==> src/rtl/kmpt_pkg.sv <==
package kmpt_pkg;

   localparam int REQ_DATA_BITS = 48;
   localparam int RSP_DATA_BITS = 88;

   localparam logic [1:0] CMD_ADD    = 2'd0;
   localparam logic [1:0] CMD_REMOVE = 2'd1;
   localparam logic [1:0] CMD_CLEAR  = 2'd2;

   localparam logic [1:0] ST_OK       = 2'd0;
   localparam logic [1:0] ST_FULL     = 2'd1;
   localparam logic [1:0] ST_NOTFOUND = 2'd2;

   typedef struct packed {
      logic [1:0]  command;
      logic [7:0]  target_id;
      logic [31:0] amount;
      logic        mark_in;
   } kmpt_item_type;

   typedef struct packed {
      logic [31:0] weight_after;
      logic        mark_after;
      logic [1:0]  status;
      logic        top_valid;
      logic [7:0]  top_target;
      logic [31:0] top_weight;
      logic [6:0]  entry_count;
   } kmpt_rsp_type;

endpackage

==> src/rtl/kmpt_queue.sv <==
module kmpt_queue import kmpt_pkg::*; (
   input  logic          clock,
   input  logic          reset,
   input  logic          push_valid,
   output logic          push_ready,
   input  kmpt_item_type push_item,
   output logic          pop_valid,
   input  logic          pop_ready,
   output kmpt_item_type pop_item
);

   kmpt_item_type slot_ff [2];
   logic          wr_ptr_ff, wr_ptr_in;
   logic          rd_ptr_ff, rd_ptr_in;
   logic [1:0]    fill_ff, fill_in;
   logic          do_push, do_pop;

   assign push_ready = (fill_ff != 2'd2);
   assign pop_valid  = (fill_ff != 2'd0);
   assign pop_item   = slot_ff[rd_ptr_ff];
   assign do_push    = push_valid & push_ready;
   assign do_pop     = pop_valid & pop_ready;

   always_comb begin
      wr_ptr_in = wr_ptr_ff ^ do_push;
      rd_ptr_in = rd_ptr_ff ^ do_pop;
      fill_in   = fill_ff + {1'b0, do_push} - {1'b0, do_pop};
   end

   always_ff @(posedge clock) begin
      if (reset) begin
         wr_ptr_ff <= 1'b0;
         rd_ptr_ff <= 1'b0;
         fill_ff   <= 2'd0;
      end else begin
         wr_ptr_ff <= wr_ptr_in;
         rd_ptr_ff <= rd_ptr_in;
         fill_ff   <= fill_in;
      end
   end

   always_ff @(posedge clock) begin
      if (do_push) begin
         slot_ff[wr_ptr_ff] <= push_item;
      end
   end

endmodule

==> config.mk <==
export PLATFORM = sky130hd
export DESIGN_NAME = kmpt_queue
export DESIGN_NICKNAME = d
export VERILOG_FILES = /design/src/rtl/kmpt_pkg.sv /design/src/rtl/kmpt_queue.sv
export SDC_FILE = /design/constraint.sdc
export NUM_CORES = 1
export LEC_CHECK = 0
export ABC_AREA = 0
export ABC_CLOCK_PERIOD_IN_PS = 2400
export CELL_PAD_IN_SITES_DETAIL_PLACEMENT = 1
export CELL_PAD_IN_SITES_GLOBAL_PLACEMENT = 1
export CORE_AREA = 2 2 64 111
export CTS_CLUSTER_DIAMETER = 30
export CTS_CLUSTER_SIZE = 10
export DETAILED_ROUTE_END_ITERATION = 8
export DIE_AREA = 0 0 66 113
export DONT_BUFFER_PORTS = 1
export PLACE_DENSITY = 0.81
export SYNTH_ARGS = -nofsm -noshare
export SYNTH_HDL_FRONTEND = slang
export SYNTH_SLANG_ARGS = --single-unit
export TNS_END_PERCENT = 100
==> constraint.sdc <==
create_clock -name clock -period 2.4 [get_ports clock]
set_clock_uncertainty 0.05 [all_clocks]
set_input_delay 0.24 -clock clock [delete_from_list [all_inputs] [get_ports clock]]
set_output_delay 0.24 -clock clock [all_outputs]
set_load 0.02 [all_outputs]
# After elaboration in Yosys (flattened, before gate mapping)
# Memory sizes are Yosys's and may differ from the RTL's. A register that Yosys moved wholly into a read port is not among the register bits.
# Index checks and enable logic that the tools add are counted.
[totals] ram_bits=86 out_inout_bits=45 memories=1 regBits=4
[mem_list] name="slot_ff" depth=2 width=43 rd=1 rd_clocked_by_memory_dff=1 wr=1 line_no="kmpt_queue.sv:12" rtl="kmpt_item_type slot_ff [2];"
[op_classes] n_eq_ne=1 bitwise_logic=4 n_mux=3 addsub=2 reduce_logical=1
[ops] op="2-to-1 mux 1 bit" count=3
[ops] op="adder 2 x 1 -> 2 bit" count=1
[ops] op="AND 1 bit" count=2
[ops] op="inequality test 2 bit (second input constant)" count=1
[ops] op="nonzero test 2 bit" count=1
[ops] op="subtractor 2 x 1 -> 2 bit" count=1
[ops] op="XOR 1 bit" count=2

# Depth between registers and ports, before layout
# Gate-level depths: netlist of run 1.
[logic_depth] word_depth=4 ltp_mapped=6 ltp_nobuf=6

# Worst setup path before layout of run 1
# Ideal clock, no wire load.
[synth_timing] path_kind="reg-to-reg" start="register fill_ff[0]" end="memory slot_ff[0][0] in the netlist's numbering, enable pin" path_buffers=0 setup_slack_ps=40 setup_ps=405 stages_incl_launch_ff=4 t_arrival_ps=1905 cell_sequence="dfxtp_1 > nand2b_1 > and2_1 > ha_1"
[synth_via] elab_chain_len=4
[synth_rtl] item="start: declaration" line_no="kmpt_queue.sv:15" rtl="logic [1:0] fill_ff, fill_in;"
[synth_rtl] item="start signal: assignment" line_no="kmpt_queue.sv:38" rtl="fill_ff <= fill_in;"
[synth_rtl] item="inequality test 2 bit" line_no="kmpt_queue.sv:18" rtl="assign push_ready = (fill_ff != 2'd2);"
[synth_rtl] item="via push_ready" line_no="kmpt_queue.sv:5" rtl="output logic push_ready,"
[synth_rtl] item="AND 1 bit" line_no="kmpt_queue.sv:21" rtl="assign do_push = push_valid & push_ready;"
[synth_rtl] item="2-to-1 mux 1 bit" line_no="kmpt_queue.sv:43" rtl="if (do_push) begin"
[synth_rtl] item="2-to-1 mux 1 bit (implied by the code)" line_no="kmpt_queue.sv:44" rtl="slot_ff[wr_ptr_ff] <= push_item;"
[synth_rtl] item="end: declaration" line_no="kmpt_queue.sv:12"
# The timed path passes the listed nets, and every way through them passes these cells.

==> results.json, run 1 <==
{
  "max_freq_mhz": 520,
  "clockRootBuffer": "clkbuf_16",
  "synth_enable_flop_cells": 86,
  "diodes": 0,
  "area_growth_pct": 25.9,
  "placementRows": 39,
  "vias": 1640,
  "io_pins": 92,
  "grt_setup_unrepaired": "no",
  "timing.final.crit_share": 0.802,
  "cp_top_family": "flip-flops",
  "viasPerCell": 5.43,
  "utilization": 0.640,
  "maxCapViolCount": 0,
  "grt_max_degree": 29,
  "dpl.hpwl_mm": 4.23,
  "cts_tree": "yes",
  "ys_ff_latch": 90,
  "layout.nets": 265,
  "ir_worst_vdd_mv": 0.586,
  "yosysWarnings": 0,
  "grt-ovfl-total": 0,
  "min_period_ns": 1.92,
  "cts_htree_levels": 3,
  "setup.worst_path.class": "register to output port",
  "gp_congestion": 0.627,
  "end_kind": "output port",
  "ys.flop_type": "edfxtp_1",
  "cts_buffers": 9,
  "antenna_found_initial": 0,
  "p_per_area_mw_per_mm2": 1020,
  "clock_sinks": 90,
  "dp_cells": 243,
  "p_leak_nw": 1.42,
  "final_antenna_net_count": 0,
  "arrival_ns": 1.63,
  "ys_types": 20,
  "portBuffers": 0,
  "synthesis.area_mm2": 0.00333,
  "drive_gt1_frac": 0.286,
  "start_util": 0.509,
  "cts_setup_buffers": 0,
  "tns_ns": 0,
  "slew_headroom": 0.724,
  "grt.total_usage": 0.200,
  "tightest_slew_ns": 0.415,
  "grt_pass1_vias": 1837,
  "finalSetupViolations": 0,
  "path_clk_slew_ns": 0.06,
  "placed_area_mm2": 0.00347,
  "drt_iter0_markers": 120,
  "crit_path_start_kind": "register",
  "hold_viol_final": 0,
  "grt_pass1_wl_mm": 10.4,
  "whs_ns": 0.116,
  "ctsLongestPathBuffers": 2,
  "core_area_mm2": 0.00654,
  "status": "completed",
  "fin_cells": 302,
  "cp.buffers_inverters": 1,
  "wl_per_cell_um": 22.8,
  "first_pass_iters": 4,
  "die_w_um": 66,
  "clk_latency_ns": 0.32,
  "finalInstanceArea_mm2": 0.00419,
  "finalWirelength_mm": 6.89,
  "crit_fanout": 15,
  "drc": 0,
  "path_cells": "buf_4 > mux2_2",
  "syn_inst": 161,
  "die_h_um": 113,
  "syn_avg_cell_area_um2": 20.7,
  "final_common_cell": "edfxtp_1",
  "cp_slowest_cell": "dfxtp_2",
  "cp.required_ns": 2.11,
  "final_max_slew_viol_count": 0,
  "syn_nets": 210,
  "die_area_mm2": 0.00746,
  "ys_seq_area_frac": 0.801,
  "fill_cells": 567,
  "worst_hold_path_type": "input pin to register",
  "async_flop_share": 0,
  "cpPeakStageDelay_ns": 0.58,
  "mostFrequentLayoutCells": "edfxtp_1 (86), dlygate4sd3_1 (44), mux2_2 (43)"
}
==> flip-flops by register name, indices dropped and copies added (netlist names) <==
register and count:
slot_ff 86, fill_ff 2, rd_ptr_ff 1, wr_ptr_ff 1
==> layout make-up <==
type / count / area (um^2) / area share
clock buffer: 10 / 229 / 0.0547
timing repair buffer: 49 / 503 / 0.120
clock inverter: 5 / 46.3 / 0.0111
inverter: 1 / 3.75 / 0.000897
multi-input combinational: 65 / 638 / 0.152
sequential: 90 / 2660 / 0.636
tap: 82 / 103 / 0.0245
==> per-layer routing <==
layer  vias up  global-route usage  wire length [um]
met5         -                   0                 0
met4         0              0.0776                94
met3         6              0.0567               353
met2        65               0.356              3950
met1       831               0.223              2490
li1        738                   -                 -
==> timing repair <==
action / CTS / global route
endpoints found under the hold margin: 89 / 0
hold buffers: 44 / 0
resized for setup: 0 / 0
==> synthesized netlist by cell type, types with 2 or more instances <==
master,n,area [um^2]
mux2_2,43,484
buf_2,5,25.0
edfxtp_1,86,2580
o21ai_0,2,10.0
nor2_1,5,18.8
nor2b_1,2,12.5
ha_1,2,25.0
dfxtp_1,4,80.1
==> final timing paths <==
check / from / to / slack [ns] / depth (start not counted)
min reg2reg: wr_ptr_ff / wr_ptr_ff / 0.57 / 3
max: rd_ptr_ff / pop_item[33] / 0.48 / 2
min: reset / fill_ff[1] / 0.12 / 2
max reg2reg: fill_ff[0] / slot_ff[1][25] / 0.53 / 3
==> metrics by stage <==
step           total power [mW]  setup WS (ns)
2_1_floorplan              2.75         0.0403
3_3_place_gp               2.87          0.609
3_5_place_dp               2.92          0.522
4_1_cts                    4.29          0.462
5_1_grt                    4.42          0.395
6_report                   4.26          0.475
==> kinds of logic (layout without fill, tap and decap cells) <==
kind of cell    Yosys count  in the layout  synth area share
compound gates            5              5            0.0109
fa+ha+maj                 2              2           0.00752
flops                    90             90             0.801
mux                      44             44             0.149
buf+inv                   6             65           0.00865
xor+xnor                  1              1           0.00263
simple gates             13             13            0.0207
==> worst reg2reg max path, stage by stage (launching register included) <==
cell	delay, ns
dfxtp_1	0.44
nand2b_1	0.31
and3_2	0.50
buf_12	0.26
==> report_power, final <==
group,switching [mW],internal [mW]
Clock,0.513,0.788
Sequential,0.0975,1.95
Combinational,0.572,0.347
Total,1.18,3.08
(Power assumes the default switching activity.)
==> run 2: changes to the inputs <==
- ABC_CLOCK_PERIOD_IN_PS: 2400 -> 1700
- CORE_AREA: 2 2 64 111 -> 2 2 67 117
- DIE_AREA: 0 0 66 113 -> 0 0 69 119
- PLACE_DENSITY: 0.81 -> 0.77
- clock period: 2.4 -> 1.7 ns (I/O delays scaled with it)
==> run 2 against run 1 <==
  * Clock power is 42% higher
  * Combinational power grew 51%
  * Wire length down 5.0%
  * Non-clock buffer count grew 2
  * Critical path type is now register to register
  * Critical endpoint is now fill_ff[1]
  * Largest power group unchanged
  * Highest routed layer unchanged
==> results.json, run 2 (synthesis gave the netlist of run 1 again) <==
{
  "end_kind": "register",
  "worst_r2r_path_depth": 6,
  "clk_latency_ns": 0.33,
  "hold_start": "reset",
  "cts_setup_buffers": 0,
  "finalSetupViolations": 0,
  "fin_ws_ns": 0.0826,
  "hold_viol_final": 0,
  "p_leak_nw": 1.44,
  "drive_gt1_frac": 0.302,
  "wl_per_cell_um": 21.1,
  "portBuffers": 0,
  "die_w_um": 69,
  "regMostFlops": "slot_ff",
  "total_power_mw": 6.07,
  "start_util": 0.452,
  "timing.final.crit_share": 0.951,
  "hold_depth": 2,
  "timing.rr.start": "fill_ff[1]",
  "gp_congestion": 0.775,
  "final_antenna_net_count": 0,
  "p_per_area_mw_per_mm2": 1430,
  "core_area_mm2": 0.00736,
  "cp.required_ns": 1.86,
  "placed_area_mm2": 0.00353,
  "first_pass_iters": 4,
  "drc": 0,
  "setup.worst_path.class": "register to register",
  "whs_ns": 0.0493,
  "cpPeakStageDelay_ns": 0.38,
  "final_max_slew_viol_count": 0,
  "io_pins": 92,
  "status": "completed",
  "grt.total_usage": 0.170,
  "die_h_um": 119,
  "worst_hold_path_type": "input pin to register",
  "layout.nets": 267,
  "max_freq_mhz": 618,
  "r2r_end": "fill_ff[1]",
  "area_growth_pct": 27.9,
  "ctsLongestPathBuffers": 2,
  "die_area_mm2": 0.00821,
  "viasPerCell": 5.17,
  "tightest_slew_ns": 0.270,
  "cp_slowest_cell": "dfxtp_2",
  "crit_path_start_kind": "register",
  "crit_fanout": 7,
  "finalInstanceArea_mm2": 0.00425,
  "top_regs": "slot_ff x86, fill_ff x2",
  "min_to": "fill_ff[1]",
  "cts_htree_levels": 3,
  "finalWirelength_mm": 6.55,
  "slew_headroom": 0.820,
  "maxCapViolCount": 0,
  "placementRows": 42,
  "cts_buffers": 9,
  "path_cells": "nor2b_1 > a211oi_1 > nor2_1 > ha_1 > and2b_1 > mux2_1",
  "r2r_setup_slack_ns": 0.08,
  "final_common_cell": "edfxtp_1",
  "grt_max_degree": 29,
  "diodes": 0,
  "vias": 1604,
  "grt-ovfl-total": 0,
  "grt_pass1_wl_mm": 10.4,
  "antenna_found_initial": 0,
  "largest_register_ffs": 86,
  "grt_pass1_vias": 1864,
  "utilization": 0.578,
  "arrival_ns": 1.78,
  "path_clk_slew_ns": 0.06,
  "cts_tree": "yes",
  "clock_sinks": 90,
  "dpl.hpwl_mm": 4.18,
  "pre_cts_slack_ns": 0.0870,
  "mostFrequentLayoutCells": "edfxtp_1 (86), dlygate4sd3_1 (44), mux2_2 (43)",
  "clockRootBuffer": "clkbuf_16",
  "drt_iter0_markers": 143,
  "ir_worst_vdd_mv": 1.01,
  "min_period_ns": 1.62
}
## run 2: per-stage QoR
stage / TNS [ns] / cells
2_1_floorplan: 0 / 161
3_3_place_gp: 0 / 251
3_5_place_dp: 0 / 251
4_1_cts: 0 / 310
5_1_grt: -0.0204 / 310
6_report: 0 / 310
## run 2: worst max path at each step
| stage | startpoint | to | slack, ns | depth (start not counted) |
|---|---|---|---|---|
| 6_report | fill_ff[1] | fill_ff[1] | 0.08 | 6 |
| 2_1_floorplan | fill_ff[0] | slot_ff[0][0] | 0.005 | 3 |
| 5_1_grt | fill_ff[1] | fill_ff[1] | -0.02 | 6 |
| 3_5_place_dp | fill_ff[1] | fill_ff[1] | 0.09 | 6 |
| 4_1_cts | rd_ptr_ff | pop_item[42] | 0.004 | 2 |
| 3_3_place_gp | fill_ff[1] | fill_ff[1] | 0.20 | 6 |
## run 2: worst max-delay path, delay by kind of cell (launching register included)
| kind | cells | cell delay, ns |
|---|---|---|
| DFF | 1 | 0.38 |
| adders and majority gates | 1 | 0.20 |
| and+or+nand+nor | 3 | 0.32 |
| AOI/OAI and AO/OA | 1 | 0.26 |
| muxes | 1 | 0.28 |
## run 2: area by class of cell
class | count | area, um^2
sequential | 90 | 2670
clock inverter | 4 | 43.8
clock buffer | 11 | 233
inverter | 1 | 3.75
tap | 88 | 110
fill | 649 | 3100
multi-input combinational | 65 | 652
timing repair buffer | 51 | 547
## run 2: timing repair
item | 4_1_cts | 5_1_grt
endpoints found under the setup margin | 0 | 29
hold buffers | 44 | 0
endpoints found under the hold margin | 89 | 0
resized for setup | 0 | 2
## run 2: metal layers
metal,vias up,part of all wire,GRT usage,wire [um]
met5,-,0,0,0
met4,0,0.026,0.0821,172
met3,14,0.048,0.0516,316
met2,62,0.56,0.302,3660
met1,790,0.37,0.180,2400
li1,738,-,-,-
## run 2: power breakdown
group	internal [mW]	switching (mW)	leakage [nW]
Combinational	0.530	0.858	0.467
Clock	1.12	0.724	0.137
Sequential	2.75	0.0904	0.839
Total	4.40	1.67	1.44
==> run 3: changes to the inputs <==
- BUFFER_PORTS_ARGS: default -> -buffer_cell sky130_fd_sc_hd__buf_4
- CORE_AREA: 2 2 67 117 -> 2 2 73 128
- DIE_AREA: 0 0 69 119 -> 0 0 75 130
- DONT_BUFFER_PORTS: 1 -> default
- PLACE_DENSITY: 0.77 -> 0.78
==> run 3 against run 2 <==
  * Worst hold slack better by 0.16 ns
  * Count of clock-buffer cells in the layout shrank 1
  * Combinational power rose by 35%
  * Core utilization shrank 0.97 points
  * Register-to-register slack improved by 0.09 ns
  * Final cell count rose by 40%
  * Sequential cell count unchanged
  * Final area rose by 18%
  * Critical endpoint is now pop_item[22]
  * First-iteration DRC count decreased by 64%
==> results.json, run 3 (synthesis gave the netlist of run 1 again) <==
{
  "status": "completed",
  "timing.final.crit_share": 0.970,
  "placed_area_mm2": 0.00425,
  "hold_depth": 3,
  "critical_path.startpoint": "rd_ptr_ff",
  "finalWirelength_mm": 7.13,
  "io_pins": 92,
  "start_util": 0.378,
  "cts_tree": "yes",
  "clock_sinks": 90,
  "r2r_end": "slot_ff[1][28]",
  "final_common_cell": "buf_4",
  "cts_htree_levels": 3,
  "area_growth_pct": 50.5,
  "crit_fanout": 24,
  "r2r_setup_slack_ns": 0.17,
  "switchingPower_mw": 1.82,
  "crit_path_start_kind": "register",
  "grt-ovfl-total": 0,
  "total_power_mw": 6.69,
  "viasPerCell": 4.50,
  "vias": 1948,
  "regMostFlops": "slot_ff",
  "min_period_ns": 1.65,
  "cts_buffers": 9,
  "drc": 0,
  "grt.total_usage": 0.158,
  "tightest_slew_ns": 0.318,
  "p_per_area_mw_per_mm2": 1340,
  "timing.rr.start": "fill_ff[0]",
  "hold_start": "pop_ready",
  "setup.worst_path.class": "register to output port",
  "drt_iter0_markers": 51,
  "arrival_ns": 1.43,
  "cts_setup_buffers": 0,
  "grt_max_degree": 25,
  "portBuffers": 91,
  "cp.required_ns": 1.48,
  "path_clk_slew_ns": 0.06,
  "die_h_um": 130,
  "wl_per_cell_um": 16.5,
  "max_freq_mhz": 607,
  "diodes": 0,
  "grt_setup_unrepaired": "no",
  "worst_hold_path_type": "input pin to register",
  "placementRows": 46,
  "p_int_mw": 4.86,
  "hold_viol_final": 0,
  "gp_congestion": 0.717,
  "dpl.hpwl_mm": 4.57,
  "final_max_slew_viol_count": 0,
  "mostFrequentLayoutCells": "buf_4 (92), edfxtp_1 (86), dlygate4sd3_1 (44)",
  "pwr-share-comb": 0.281,
  "top_regs": "slot_ff x86, fill_ff x2",
  "p_clk_frac": 0.295,
  "fin_ws_ns": 0.0518,
  "min_to": "fill_ff[1]",
  "clockRootBuffer": "clkbuf_16",
  "clk_latency_ns": 0.33,
  "layout.nets": 357,
  "grt_pass1_vias": 2192,
  "final_antenna_net_count": 0,
  "finalInstanceArea_mm2": 0.00501,
  "largest_register_ffs": 86,
  "ctsLongestPathBuffers": 2,
  "p_sw_frac": 0.272,
  "slew_headroom": 0.786,
  "worst_r2r_path_depth": 3,
  "core_area_mm2": 0.00881,
  "finalSetupViolations": 0,
  "end_kind": "output port",
  "tns_ns": 0,
  "first_pass_iters": 4,
  "antenna_found_initial": 0,
  "p_leak_nw": 1.89,
  "pre_cts_slack_ns": 0.114,
  "drive_gt1_frac": 0.514,
  "maxCapViolCount": 0,
  "ir_worst_vdd_mv": 1.09,
  "die_w_um": 75,
  "grt_pass1_wl_mm": 10.9,
  "die_area_mm2": 0.00975,
  "seq_power_share": 0.424
}
-- run 3: layout make-up --
| cell class | instances | area [um^2] |
|---|---|---|
| Clock buffer | 10 | 239 |
| Clock inverter | 6 | 65.1 |
| Fill cell | 815 | 3800 |
| Inverter | 1 | 3.75 |
| Multi-Input combinational cell | 65 | 652 |
| Sequential cell | 90 | 2670 |
| Tap cell | 120 | 150 |
| Timing Repair Buffer | 141 | 1230 |
-- run 3: per-layer routing --
layer	global-route usage	up-vias	part of all wire
li1	-	922	-
met4	0.0662	0	0.013
met5	0	-	0
met3	0.0394	5	0.033
met2	0.294	50	0.61
met1	0.160	971	0.34
-- run 3: critical path: stages (launching register included) --
cell,delay [ns]
dfxtp_2,0.37
buf_12,0.19
mux2_2,0.37
buf_4,0.16
-- run 3: timing repair --
action                                  CTS  global route
resized for setup                         2             2
hold buffers                             44             0
endpoints found under the setup margin   20             2
endpoints found under the hold margin    89             0
-- run 3: stage by stage --
step            util  instances  hold WS, ns
3_3_place_gp   0.482        373        0.305
4_1_cts        0.568        433        0.212
6_report       0.568        433        0.208
3_5_place_dp   0.482        373        0.308
2_1_floorplan      -        161        0.187
5_1_grt        0.568        433        0.228
-- run 3: power by group through the flow --
| stage | Combinational, mW | Sequential [mW] | Clock (mW) |
|---|---|---|---|
| after floorplan | 1.05 | 2.84 | 0 |
| after global placement | 1.78 | 2.85 | 0 |
| after detailed placement | 1.81 | 2.88 | 0 |
| after CTS | 1.91 | 2.83 | 2.02 |
| after global routing | 2.01 | 2.86 | 2.10 |
| final | 1.88 | 2.83 | 1.97 |
-- run 3: worst max path at each step --
stage                         end  slack, ns
floorplan           slot_ff[0][0]      0.005
global route         pop_item[18]      0.005
CTS                  pop_item[32]       0.02
detailed placement     fill_ff[1]       0.11
finish               pop_item[22]       0.05
global placement       fill_ff[1]       0.19
